===== config.mk =====
export PLATFORM = sky130hd
export DESIGN_NAME = fmcl_front
export DESIGN_NICKNAME = d
export VERILOG_FILES = /design/src/sv/fmcl_pkg.sv /design/src/sv/fmcl_front.sv
export SDC_FILE = /design/constraint.sdc
export NUM_CORES = 1
export LEC_CHECK = 0
export BUFFER_PORTS_ARGS = -buffer_cell sky130_fd_sc_hd__clkbuf_2
export CORE_AREA = 8 8 91 113
export CTS_BUF_LIST = sky130_fd_sc_hd__clkbuf_4
export DETAILED_ROUTE_END_ITERATION = 7
export DIE_AREA = 0 0 99 121
export GPL_ROUTABILITY_DRIVEN = 0
export PLACE_DENSITY = 0.74
export SLEW_MARGIN = 20
export SYNTH_ARGS = -nofsm -noshare
export SYNTH_HDL_FRONTEND = slang
export SYNTH_SLANG_ARGS = --single-unit

===== constraint.sdc =====
create_clock -name clk -period 2.85 [get_ports clk]
set_input_delay 0.4275 -clock clk [delete_from_list [all_inputs] [get_ports clk]]
set_output_delay 0.4275 -clock clk [all_outputs]
set_load 0.03 [all_outputs]

===== src/sv/fmcl_pkg.sv =====
// ----------------------------------------------------------------------------
// fmcl_pkg
// Shared types and constants of the frame marker and checksum learner.
// ----------------------------------------------------------------------------
package fmcl_pkg;

  localparam int MaxFrameLen    = 64;
  localparam int MinFrameLen    = 3;
  localparam int HistCountWidth = 16;
  localparam int PosWidth       = $clog2(MaxFrameLen + 2);

  localparam logic [HistCountWidth-1:0] HistMax = {HistCountWidth{1'b1}};

  localparam logic [7:0] StartMarkerReset = 8'hF7;
  localparam logic [7:0] EndMarkerReset   = 8'hEE;
  localparam logic [7:0] CrcPoly          = 8'h31;

  localparam logic [1:0] RegUnlockLimit = 2'd0;
  localparam logic [1:0] RegLockRun     = 2'd1;
  localparam logic [1:0] RegMarkerMin   = 2'd2;

  localparam logic [2:0] KindNone   = 3'd0;
  localparam logic [2:0] KindXorAll = 3'd1;
  localparam logic [2:0] KindXorTl  = 3'd2;
  localparam logic [2:0] KindSumAll = 3'd3;
  localparam logic [2:0] KindSumTl  = 3'd4;
  localparam logic [2:0] KindNegTl  = 3'd5;
  localparam logic [2:0] KindInvAll = 3'd6;
  localparam logic [2:0] KindCrc    = 3'd7;

  typedef struct packed {
    logic [7:0] x_all;
    logic [7:0] x_tl;
    logic [7:0] s_all;
    logic [7:0] s_tl;
    logic [7:0] crc;
  } sums_t;

  // frame record from the frame front end to the learner core
  typedef struct packed {
    logic [7:0] stx;
    logic [7:0] etx;
    logic [7:0] cs;
    sums_t      sums;
  } frame_t;

  function automatic logic [7:0] crc_step(logic [7:0] c, logic [7:0] b);
    logic [7:0] r;
    r = c ^ b;
    for (int k = 0; k < 8; k++) begin
      r = r[7] ? ((r << 1) ^ CrcPoly) : (r << 1);
    end
    return r;
  endfunction

  function automatic logic [7:0] checksum_of(sums_t s, logic [2:0] kind);
    logic [7:0] r;
    unique case (kind)
      KindXorAll: r = s.x_all;
      KindXorTl:  r = s.x_tl;
      KindSumAll: r = s.s_all;
      KindSumTl:  r = s.s_tl;
      KindNegTl:  r = 8'd0 - s.s_tl;
      KindInvAll: r = ~s.s_all;
      KindCrc:    r = s.crc;
      default:    r = 8'd0;
    endcase
    return r;
  endfunction

endpackage


===== src/sv/fmcl_front.sv =====
// ----------------------------------------------------------------------------
// fmcl_front
// Byte intake: position count, tail delay line and running checksums.
// ----------------------------------------------------------------------------
module fmcl_front (
  input  logic                clk,
  input  logic                rst_n,
  input  logic                byte_en,
  input  logic [7:0]          data_byte,
  input  logic                frame_last,
  output logic                frame_en,
  output fmcl_pkg::frame_t    frame
);

  logic [fmcl_pkg::PosWidth-1:0] pos_r, pos_nxt;
  logic [7:0] first_r, first_nxt;
  logic [7:0] td0_r, td0_nxt, td1_r, td1_nxt;
  fmcl_pkg::sums_t sums_r, sums_nxt, folded;
  logic len_ok;

  always_comb begin
    folded = sums_r;
    if (pos_r >= fmcl_pkg::PosWidth'(2)) begin
      folded.x_all = sums_r.x_all ^ td1_r;
      folded.s_all = sums_r.s_all + td1_r;
      if (pos_r != fmcl_pkg::PosWidth'(2)) begin
        folded.x_tl = sums_r.x_tl ^ td1_r;
        folded.s_tl = sums_r.s_tl + td1_r;
      end
      folded.crc = fmcl_pkg::crc_step(sums_r.crc, td1_r);
    end
    len_ok = (pos_r >= fmcl_pkg::PosWidth'(fmcl_pkg::MinFrameLen - 1)) &&
             (pos_r <= fmcl_pkg::PosWidth'(fmcl_pkg::MaxFrameLen - 1));
    frame_en   = byte_en && frame_last && len_ok;
    frame.stx  = (pos_r == '0) ? data_byte : first_r;
    frame.etx  = data_byte;
    frame.cs   = td0_r;
    frame.sums = folded;

    pos_nxt = pos_r; first_nxt = first_r; td0_nxt = td0_r; td1_nxt = td1_r;
    sums_nxt = sums_r;
    if (byte_en) begin
      if (frame_last) begin
        pos_nxt = '0; first_nxt = '0; td0_nxt = '0; td1_nxt = '0; sums_nxt = '0;
      end else begin
        if (pos_r == '0) first_nxt = data_byte;
        td1_nxt = td0_r;
        td0_nxt = data_byte;
        sums_nxt = folded;
        if (pos_r < fmcl_pkg::PosWidth'(fmcl_pkg::MaxFrameLen + 1)) begin
          pos_nxt = pos_r + 1'b1;
        end
      end
    end
  end

  always_ff @(posedge clk) begin
    if (!rst_n) begin
      pos_r <= '0; first_r <= '0; td0_r <= '0; td1_r <= '0; sums_r <= '0;
    end else begin
      pos_r <= pos_nxt; first_r <= first_nxt; td0_r <= td0_nxt;
      td1_r <= td1_nxt; sums_r <= sums_nxt;
    end
  end

endmodule


After elaboration in Yosys (flattened, before gate mapping) --
Index checks and enable logic that the tools add are counted. W data, S select, Z words.
Cells by class: eq/ne operators 1, multiplexer cells 18, bitwise operators 11, add/sub/neg operators 3, reductions and logical operators 6, magnitude comparators 3
Operators with widths (count):
- $mux W40 | 2
- $mux W6 | 8
- $mux W8 | 6
- $not A3 Y3 | 8
- $xor A8 B8 Y8 | 3
- $add A8 B8 Y8 | 2
- $mux W7 | 2
- $add A7 B1 Y7 const B | 1
- $ge A7 B2 Y1 const B | 1
- $le A7 B6 Y1 const B | 1
- $logic_not A7 Y1 | 1
- $lt A7 B7 Y1 const B | 1
- $ne A7 B2 Y1 const B | 1
- $logic_and A1 B1 Y1 | 3
- $reduce_and A2 Y1 | 1
- $reduce_bool A2 Y1 | 1
Word-level totals: output and inout port bits 65, bits in registers 71

Depth between registers and ports, before layout --
Gate-level depths: netlist of run 1.
word-level depth 19, gate-level depth with buffers 9, depth with buffers taken out 8

Worst setup path after synthesis of run 1 --
Ideal clock, no wire load.
kind register -> output, start point register td1_r[0], end point output port frame[14] (netlist name), data arrival time 2.372 ns, path slack 0.051 ns, required time 2.423 ns, path buffers 0, stages on the path, launching flop included 8, cells stage by stage dfxtp_1 > ha_1 > fa_1 > a211oi_1 > o21bai_1 > a21oi_1 > xor2_1 > o21ai_0
RTL lines:
- start, declared | RTL line fmcl_front.sv:17 | logic [7:0] td0_r, td0_nxt, td1_r, td1_nxt;
- start signal, assigned | RTL line fmcl_front.sv:62 | td1_r <= td1_nxt; sums_r <= sums_nxt;
- end, declared | RTL line fmcl_front.sv:12 | output fmcl_pkg::frame_t frame

==> impl_metrics.env, run 1 <==
export IMPL_floorplan_core_area_um2=8511
export IMPL_post_dp_hpwl_um=8325
export IMPL_setup_violations_final=0
export IMPL_fin_total_pwr_w=0.002016
export IMPL_cts_made_buffers=9
export IMPL_hold_viol=0
export IMPL_status="finished, final reports clean"
export IMPL_final_critical_path_setup_slack_ns=0.002778
export IMPL_worst_r2r_cell_count=6
export IMPL_clock_skew_final_ns=0.02096
export IMPL_place_worst_setup_slack_ns=0.1830
export IMPL_synth_enable_flop_cells=0
export IMPL_post_route_min_period_ns=2.847
export IMPL_timing_worst_slew_pin_value_ns=0.5903
export IMPL_violation_count_after_the_first_detailed_routing_iteration=254
export IMPL_utilization_pct=61.54
export IMPL_stdcell_area_um2=5238
export IMPL_total_global_routing_overflow=0
export IMPL_fillers=724
export IMPL_die_y_um=121
export IMPL_cap_viol_max_count=0
export IMPL_synth_most_common_cell="sky130_fd_sc_hd__dfxtp_1"
export IMPL_synth_lib_cells_used_distinct=53
export IMPL_required_time_reported_for_the_critical_path_endpoint_ns=2.42
export IMPL_cp_end_kind="output port"
export IMPL_die_x_um=99
export IMPL_port_buffer_count=76
export IMPL_clock_tree_htree_level_count=3
export IMPL_via_per_inst=5.797
export IMPL_pwr_share_comb_pct=13.7
export IMPL_ios=77
export IMPL_regToRegStartpoint="pos_r[2]"
export IMPL_synth_nets=564
export IMPL_postSynthRegisterBits=71
export IMPL_arr_time_crit_path_ns=2.42
export IMPL_nNetsFinal=641
export IMPL_count_of_vias_placed_by_the_detailed_router=4145
export IMPL_min_path_type="primary input to flip-flop"
export IMPL_antennaDiodeCount=0
export IMPL_clock_sink_count=71
export IMPL_antenna_found_initial=0
export IMPL_crit_path_max_fanout=6
export IMPL_netSwitchingFraction_pct=28.52
export IMPL_cts_root_buffer_cell="sky130_fd_sc_hd__clkbuf_4"
export IMPL_row_count=38
export IMPL_synthesis_area_per_instance_um2=8.265
export IMPL_synthesis_instances=533
export IMPL_async_s_r_ff_share_synth_pct=0
export IMPL_dominantRegCellSynth="sky130_fd_sc_hd__dfxtp_1"
export IMPL_globalRouteTotalUtil_pct=19.17
export IMPL_type_of_origin_of_the_critical_path="flip-flop"
export IMPL_drt_pre_antenna_iters=7
export IMPL_fin_crit_sh_pct=99.90
export IMPL_largest_net_degree_at_the_start_of_global_routing=37
export IMPL_synth_top_cells_by_count="71 x sky130_fd_sc_hd__dfxtp_1, 58 x sky130_fd_sc_hd__nor2_1, 55 x sky130_fd_sc_hd__nor2b_1"
export IMPL_yosys_area_top_type_share_pct=32.26
export IMPL_timing_worst_setup_path_type="flip-flop to output port"
export IMPL_timing_critical_path_to="frame[23]"
export IMPL_wire_per_inst_um=16.86
export IMPL_total_switching_power_w=0.0005749
export IMPL_yosysTopAreaCell="sky130_fd_sc_hd__dfxtp_1"
export IMPL_grt_pass1_wl_um=18820
export IMPL_area_delta_synth_final_pct=18.89
export IMPL_die_area_um2=11980
export IMPL_r2r_end="sums_r[3]"
export IMPL_cts_tree="yes"
export IMPL_cell_internal_pwr_w=0.001441
export IMPL_syn_area_um2=4405
export IMPL_p_seq_share_pct=50.2
export IMPL_yosysSeqAreaShare_pct=32.26
export IMPL_worstSetupStartpoint="td1_r[1]"
export IMPL_routed_wirelength_um=12060
export IMPL_start_util_pct=51.76
export IMPL_post_synth_main_area_contributors="sky130_fd_sc_hd__dfxtp_1 32%, sky130_fd_sc_hd__nor2b_1 7.8%, sky130_fd_sc_hd__xnor2_1 5.6%"
export IMPL_report_final_slew_viol_count=0
export IMPL_rsz_0062_raised_after_global_routing="true"
export IMPL_dpl_instance_area_um2=4821
export IMPL_cellLeakagePower_nw=2.168
export IMPL_yosysWarningCount=0
export IMPL_max_clock_freq_mhz=351.2
export IMPL_worst_ir_drop_vdd_mv=0.3149
export IMPL_timing_hold_ws_ns=0.3094
export IMPL_cts_buffer_depth=2
export IMPL_worst_setup_hold_path_clk_slew_ns=0.13
export IMPL_drt_drc_violations_left=0
export IMPL_power_density_nw_per_um2=384.9
export IMPL_reg2reg_slack_ns=0.62
export IMPL_pwr_share_clk_pct=36.1
export IMPL_final_layout_size_suffix_gt1_share_pct=28.78
export IMPL_worst_skew_pair_late_latency_ns=0.43
export IMPL_grt_pass1_vias=4102
export IMPL_worst_slew_margin_relative_to_its_limit_pct=60.38
export IMPL_antenna_left=0
final cells by class:
cell class                 count  area (um^2)  share of cell area (%)
clock buffer                   9        67.56                   1.290
timing repair buffer         105        624.3                   11.92
clock inverter                 7        87.58                   1.672
sequential                    71         1441                   27.52
inverter                       6        22.52                  0.4300
multi-input combinational    417         2869                   54.78
tap                          100        125.1                   2.389
flip-flops by register name, summed over array words and instances (netlist names):
signal	cells
first_r	8
pos_r	7
sums_r	40
td0_r	8
td1_r	8
cells by family after synthesis:
group,share of synthesized area (%)
buf+inv,5.282
flops,32.26
xor+xnor,10.14
compound gates,22.01
fa+ha+maj,5.737
simple gates,22.52
mux,2.045
placed cells by master (no fill, tap or decap), types with 4 or more instances in the layout:
master,count
sky130_fd_sc_hd__dfxtp_1,61
sky130_fd_sc_hd__a211oi_1,5
sky130_fd_sc_hd__nand2_1,44
sky130_fd_sc_hd__xnor2_1,25
sky130_fd_sc_hd__a31oi_1,4
sky130_fd_sc_hd__a21oi_1,23
sky130_fd_sc_hd__ha_1,11
sky130_fd_sc_hd__inv_1,6
sky130_fd_sc_hd__a21o_1,8
sky130_fd_sc_hd__a21oi_2,4
sky130_fd_sc_hd__nand2b_1,4
sky130_fd_sc_hd__a22oi_1,30
sky130_fd_sc_hd__o21ai_1,12
sky130_fd_sc_hd__clkbuf_4,9
sky130_fd_sc_hd__a211oi_2,4
sky130_fd_sc_hd__or3_1,8
sky130_fd_sc_hd__nor2b_1,55
sky130_fd_sc_hd__xor2_1,23
sky130_fd_sc_hd__o21ai_0,15
sky130_fd_sc_hd__mux2_2,8
sky130_fd_sc_hd__clkbuf_2,69
sky130_fd_sc_hd__buf_4,31
sky130_fd_sc_hd__nor2_1,58
sky130_fd_sc_hd__dfxtp_2,7
sky130_fd_sc_hd__a32o_1,5
sky130_fd_sc_hd__a32oi_1,5
sky130_fd_sc_hd__nor3_1,7
sky130_fd_sc_hd__clkinv_2,4
sky130_fd_sc_hd__a21boi_1,8
sky130_fd_sc_hd__and3_1,5
power groups by stage:
stage	sequential (W)	clock (W)	combinational (W)
after CTS	0.00101	0.000741	0.000271
after global routing	0.00101	0.000774	0.000298
after global placement	0.00104	0	0.000267
final	0.00101	0.000727	0.000277
after floorplan	0.00104	0	0.000194
after detailed placement	0.00104	0	0.000269
through the flow:
| stage | std cells | TNS (ns) |
|---|---|---|
| 6_report | 715 | 0 |
| 2_1_floorplan | 533 | 0 |
| 3_3_place_gp | 686 | 0 |
| 3_5_place_dp | 686 | 0 |
| 5_1_grt | 715 | -0.2586 |
| 4_1_cts | 707 | -0.07752 |
worst max-delay path, cell delays in order (launching register included):
cell	delay, ns
sky130_fd_sc_hd__dfxtp_4	0.45
sky130_fd_sc_hd__ha_4	0.23
sky130_fd_sc_hd__a211oi_2	0.30
sky130_fd_sc_hd__o211ai_1	0.16
sky130_fd_sc_hd__a31oi_1	0.22
sky130_fd_sc_hd__xor2_1	0.24
sky130_fd_sc_hd__nor2_1	0.08
sky130_fd_sc_hd__xor2_1	0.13
sky130_fd_sc_hd__buf_4	0.18
worst min-delay path by stage:
stage	cells after the start	endpoint	from	slack (ns)
after detailed placement	2	sums_r[13]	sums_r[13]	0.49
after global routing	3	td0_r[7]	data_byte[7]	0.31
after global placement	2	sums_r[30]	sums_r[30]	0.48
after floorplan	2	sums_r[13]	sums_r[13]	0.46
after CTS	3	td0_r[2]	data_byte[2]	0.28
final	3	td0_r[2]	data_byte[2]	0.31
timing repair:
item	CTS	global route
gates resized for setup	20	34
buffers inserted	5	8
hold buffers	0	0
endpoints found under the setup margin	10	35
pin swaps	9	16
routing by layer:
metal | up-vias | GRT usage [%] | wire length [um]
met3 | 22 | 4.822 | 895
met2 | 144 | 33.83 | 6168
met4 | 0 | 8.951 | 239
met1 | 1976 | 21.03 | 4754
met5 | - | 0 | 0
li1 | 2003 | - | -
(Power assumes the default switching activity.)
==> run 2, diff against run 1 <==
--- a/config.mk
+++ b/config.mk
@@ -5,13 +5,15 @@
 export SDC_FILE = /design/constraint.sdc
 export NUM_CORES = 1
 export LEC_CHECK = 0
+export ABC_AREA = 1
 export BUFFER_PORTS_ARGS = -buffer_cell sky130_fd_sc_hd__clkbuf_2
-export CORE_AREA = 8 8 91 113
+export CORE_AREA = 8 8 91 114
 export CTS_BUF_LIST = sky130_fd_sc_hd__clkbuf_4
 export DETAILED_ROUTE_END_ITERATION = 7
-export DIE_AREA = 0 0 99 121
-export GPL_ROUTABILITY_DRIVEN = 0
-export PLACE_DENSITY = 0.74
+export DIE_AREA = 0 0 99 122
+export GPL_ROUTABILITY_DRIVEN = 1
+export GPL_TIMING_DRIVEN = 0
+export PLACE_DENSITY = 0.73
 export SLEW_MARGIN = 20
 export SYNTH_ARGS = -nofsm -noshare
 export SYNTH_HDL_FRONTEND = slang
==> run 2 against run 1 <==
  * Via count grew 7.0%
  * Setup slack gained 0.16 ns
  * Clock skew shrank 0.013 ns
  * Sequential cell count is the same
  * Total power grew 2.0%
  * Largest power group unchanged
  * Highest routed layer unchanged
==> impl_metrics.env, run 2 <==
export IMPL_status="finished, final reports clean"
export IMPL_yosys_area_top_type_share_pct=32.22
export IMPL_grt_pass1_vias=4236
export IMPL_required_time_reported_for_the_critical_path_endpoint_ns=2.42
export IMPL_synthesis_area_per_instance_um2=6.808
export IMPL_synthesis_instances=648
export IMPL_power_density_nw_per_um2=402.8
export IMPL_cts_hold_fix_buffers=0
export IMPL_cts_made_buffers=9
export IMPL_report_final_slew_viol_count=0
export IMPL_cp_end_kind="output port"
export IMPL_die_area_um2=12080
export IMPL_timing_critical_path_cells="ha_1, fa_1, nand4_1, nand3_1, nand2_1, nand2_1, a21oi_1, buf_4"
export IMPL_critical_path_max_stage_delay_ns=0.43
export IMPL_cts_buffer_depth=2
export IMPL_final_layout_size_suffix_gt1_share_pct=21.62
export IMPL_synth_most_common_cell="sky130_fd_sc_hd__nand2_1"
export IMPL_cts_root_buffer_cell="sky130_fd_sc_hd__clkbuf_4"
export IMPL_post_dp_hpwl_um=8897
export IMPL_place_gp_congestion=0.9052
export IMPL_antenna_left=0
export IMPL_max_clock_freq_mhz=372.7
export IMPL_synth_nets=679
export IMPL_cap_viol_max_count=0
export IMPL_timing_worst_slew_pin_value_ns=0.5160
export IMPL_antennaDiodeCount=0
export IMPL_yosysWarningCount=0
export IMPL_registers_top_by_ff_count="sums_r"
export IMPL_drt_pre_antenna_iters=4
export IMPL_worst_skew_pair_late_latency_ns=0.42
export IMPL_postSynthRegisterBits=71
export IMPL_dominantRegCellSynth="sky130_fd_sc_hd__dfxtp_1"
export IMPL_synth_top_cells_by_count="260 x sky130_fd_sc_hd__nand2_1, 79 x sky130_fd_sc_hd__a21oi_1, 71 x sky130_fd_sc_hd__dfxtp_1"
export IMPL_clock_sink_count=71
export IMPL_hold_viol=0
export IMPL_min_path_type="primary input to flip-flop"
export IMPL_crit_path_max_fanout=7
export IMPL_floorplan_core_area_um2=8511
export IMPL_yosysSeqAreaShare_pct=32.22
export IMPL_cp_common_cell="sky130_fd_sc_hd__nand2_1"
export IMPL_fin_crit_sh_pct=94.14
export IMPL_area_delta_synth_final_pct=15.68
export IMPL_most_common_layout_cells="260 x sky130_fd_sc_hd__nand2_1, 79 x sky130_fd_sc_hd__a21oi_1, 75 x sky130_fd_sc_hd__clkbuf_2"
export IMPL_multiInputGateArea_um2=2621
export IMPL_yosysTopAreaCell="sky130_fd_sc_hd__dfxtp_1"
export IMPL_commonest_non_fill_non_tap_cell_in_the_layout="sky130_fd_sc_hd__nand2_1"
export IMPL_worst_slew_margin_relative_to_its_limit_pct=65.60
export IMPL_setup_violations_final=0
export IMPL_largest_register_ffs=40
export IMPL_cts_setup_buffers=0
export IMPL_async_s_r_ff_share_synth_pct=0
export IMPL_total_global_routing_overflow=0
export IMPL_clock_skew_final_ns=0.008247
export IMPL_row_count=38
export IMPL_globalRouteTotalUtil_pct=20.07
export IMPL_arr_time_crit_path_ns=2.26
export IMPL_largest_net_degree_at_the_start_of_global_routing=14
export IMPL_post_synth_main_area_contributors="sky130_fd_sc_hd__dfxtp_1 32%, sky130_fd_sc_hd__nand2_1 22%, sky130_fd_sc_hd__a21oi_1 9.0%"
export IMPL_type_of_origin_of_the_critical_path="flip-flop"
export IMPL_worst_setup_hold_path_clk_slew_ns=0.13
export IMPL_syn_area_um2=4412
export IMPL_violation_count_after_the_first_detailed_routing_iteration=303
export IMPL_clock_tree_htree_level_count=3
export IMPL_fillers=820
export IMPL_post_layout_nonfiller_instances=840
export IMPL_slowest_stage_cell_crit_path="sky130_fd_sc_hd__fa_1"
export IMPL_area_occupied_by_registers_um2=1433
export IMPL_post_route_min_period_ns=2.683
export IMPL_reg2reg_slack_ns=0.95
export IMPL_drt_drc_violations_left=0
export IMPL_cp_top_family="adder cells"
export IMPL_antenna_found_initial=0
export IMPL_routed_wirelength_um=11840
export IMPL_die_y_um=122
export IMPL_via_per_inst=5.282
export IMPL_utilization_pct=59.97
export IMPL_cts_tree="yes"
export IMPL_cellLeakagePower_nw=2.294
export IMPL_dpl_cell_count=824
export IMPL_critical_path_buf_inv_count=1
export IMPL_synth_enable_flop_cells=0
export IMPL_fin_tns_setup_ns=0
export IMPL_synth_lib_cells_used_distinct=38
export IMPL_start_util_pct=51.84
export IMPL_nNetsFinal=766
export IMPL_worst_ir_drop_vdd_mv=0.3028
export IMPL_grt_pass1_wl_um=19690
export IMPL_rsz_0062_raised_after_global_routing="false"
export IMPL_wire_per_inst_um=14.09
export IMPL_die_x_um=99
export IMPL_ios=77
export IMPL_count_of_vias_placed_by_the_detailed_router=4437
export IMPL_timing_worst_setup_path_type="flip-flop to output port"
export IMPL_port_buffer_count=76
## run 2: report_power, final
group | switching, W | internal (W)
Combinational | 0.000196 | 0.0000905
Sequential | 0.0000128 | 0.00100
Clock | 0.000395 | 0.000357
## run 2: repair_timing
item                                    CTS  global route
hold endpoints to repair                  0             0
gates resized for setup                   2            11
endpoints found under the setup margin    3             7
## run 2: metrics by stage
stage          cell area (um^2)  setup slack (ns)  hold WS [ns]  total power (W)
5_1_grt                    5104           0.02365        0.2180         0.002145
3_3_place_gp               4918            0.4892        0.4490         0.001322
6_report                   5104            0.1669        0.2465         0.002056
4_1_cts                    5085           0.06025        0.2317         0.002069
2_1_floorplan              4413            0.3236        0.4419         0.001242
3_5_place_dp               4918            0.4533        0.4554         0.001326
## run 2: cell type report
type                            count  area share (%)
Clock inverter                      7           1.888
Buffer                             33           4.192
Multi-Input combinational cell    501           51.36
Inverter                           43           3.212
Tap cell                          100           2.452
Sequential cell                    71           28.07
Clock buffer                        9           1.324
Timing Repair Buffer               76           7.502
## run 2: metal layers
metal	share of wire (%)	GRT usage (%)	vias to the layer above
li1	-	-	2243
met1	42	22.63	2054
met2	49	35.73	121
met3	6.8	4.852	19
met4	1.8	7.603	0
met5	0	0	-
## run 2: path summary, 6_finish.rpt
path | startpoint | to | cells past startpoint
setup / recovery | td1_r[0] | frame[14] | 8
hold / removal | data_byte[6] | td0_r[6] | 3
hold reg to reg | first_r[5] | first_r[5] | 2
setup reg to reg | td1_r[0] | sums_r[14] | 9
## run 2: worst min-delay path: stages
cell and delay, ns:
sky130_fd_sc_hd__clkbuf_2 0.10, sky130_fd_sc_hd__nand2_1 0.06, sky130_fd_sc_hd__a21oi_1 0.05
## run 2: cells by family after synthesis
family / share of synthesized area (%)
mux: 2.042
compound gates: 12.25
xor+xnor: 6.495
simple gates: 32.76
fa+ha+maj: 5.729
buf+inv: 8.508
flops: 32.22
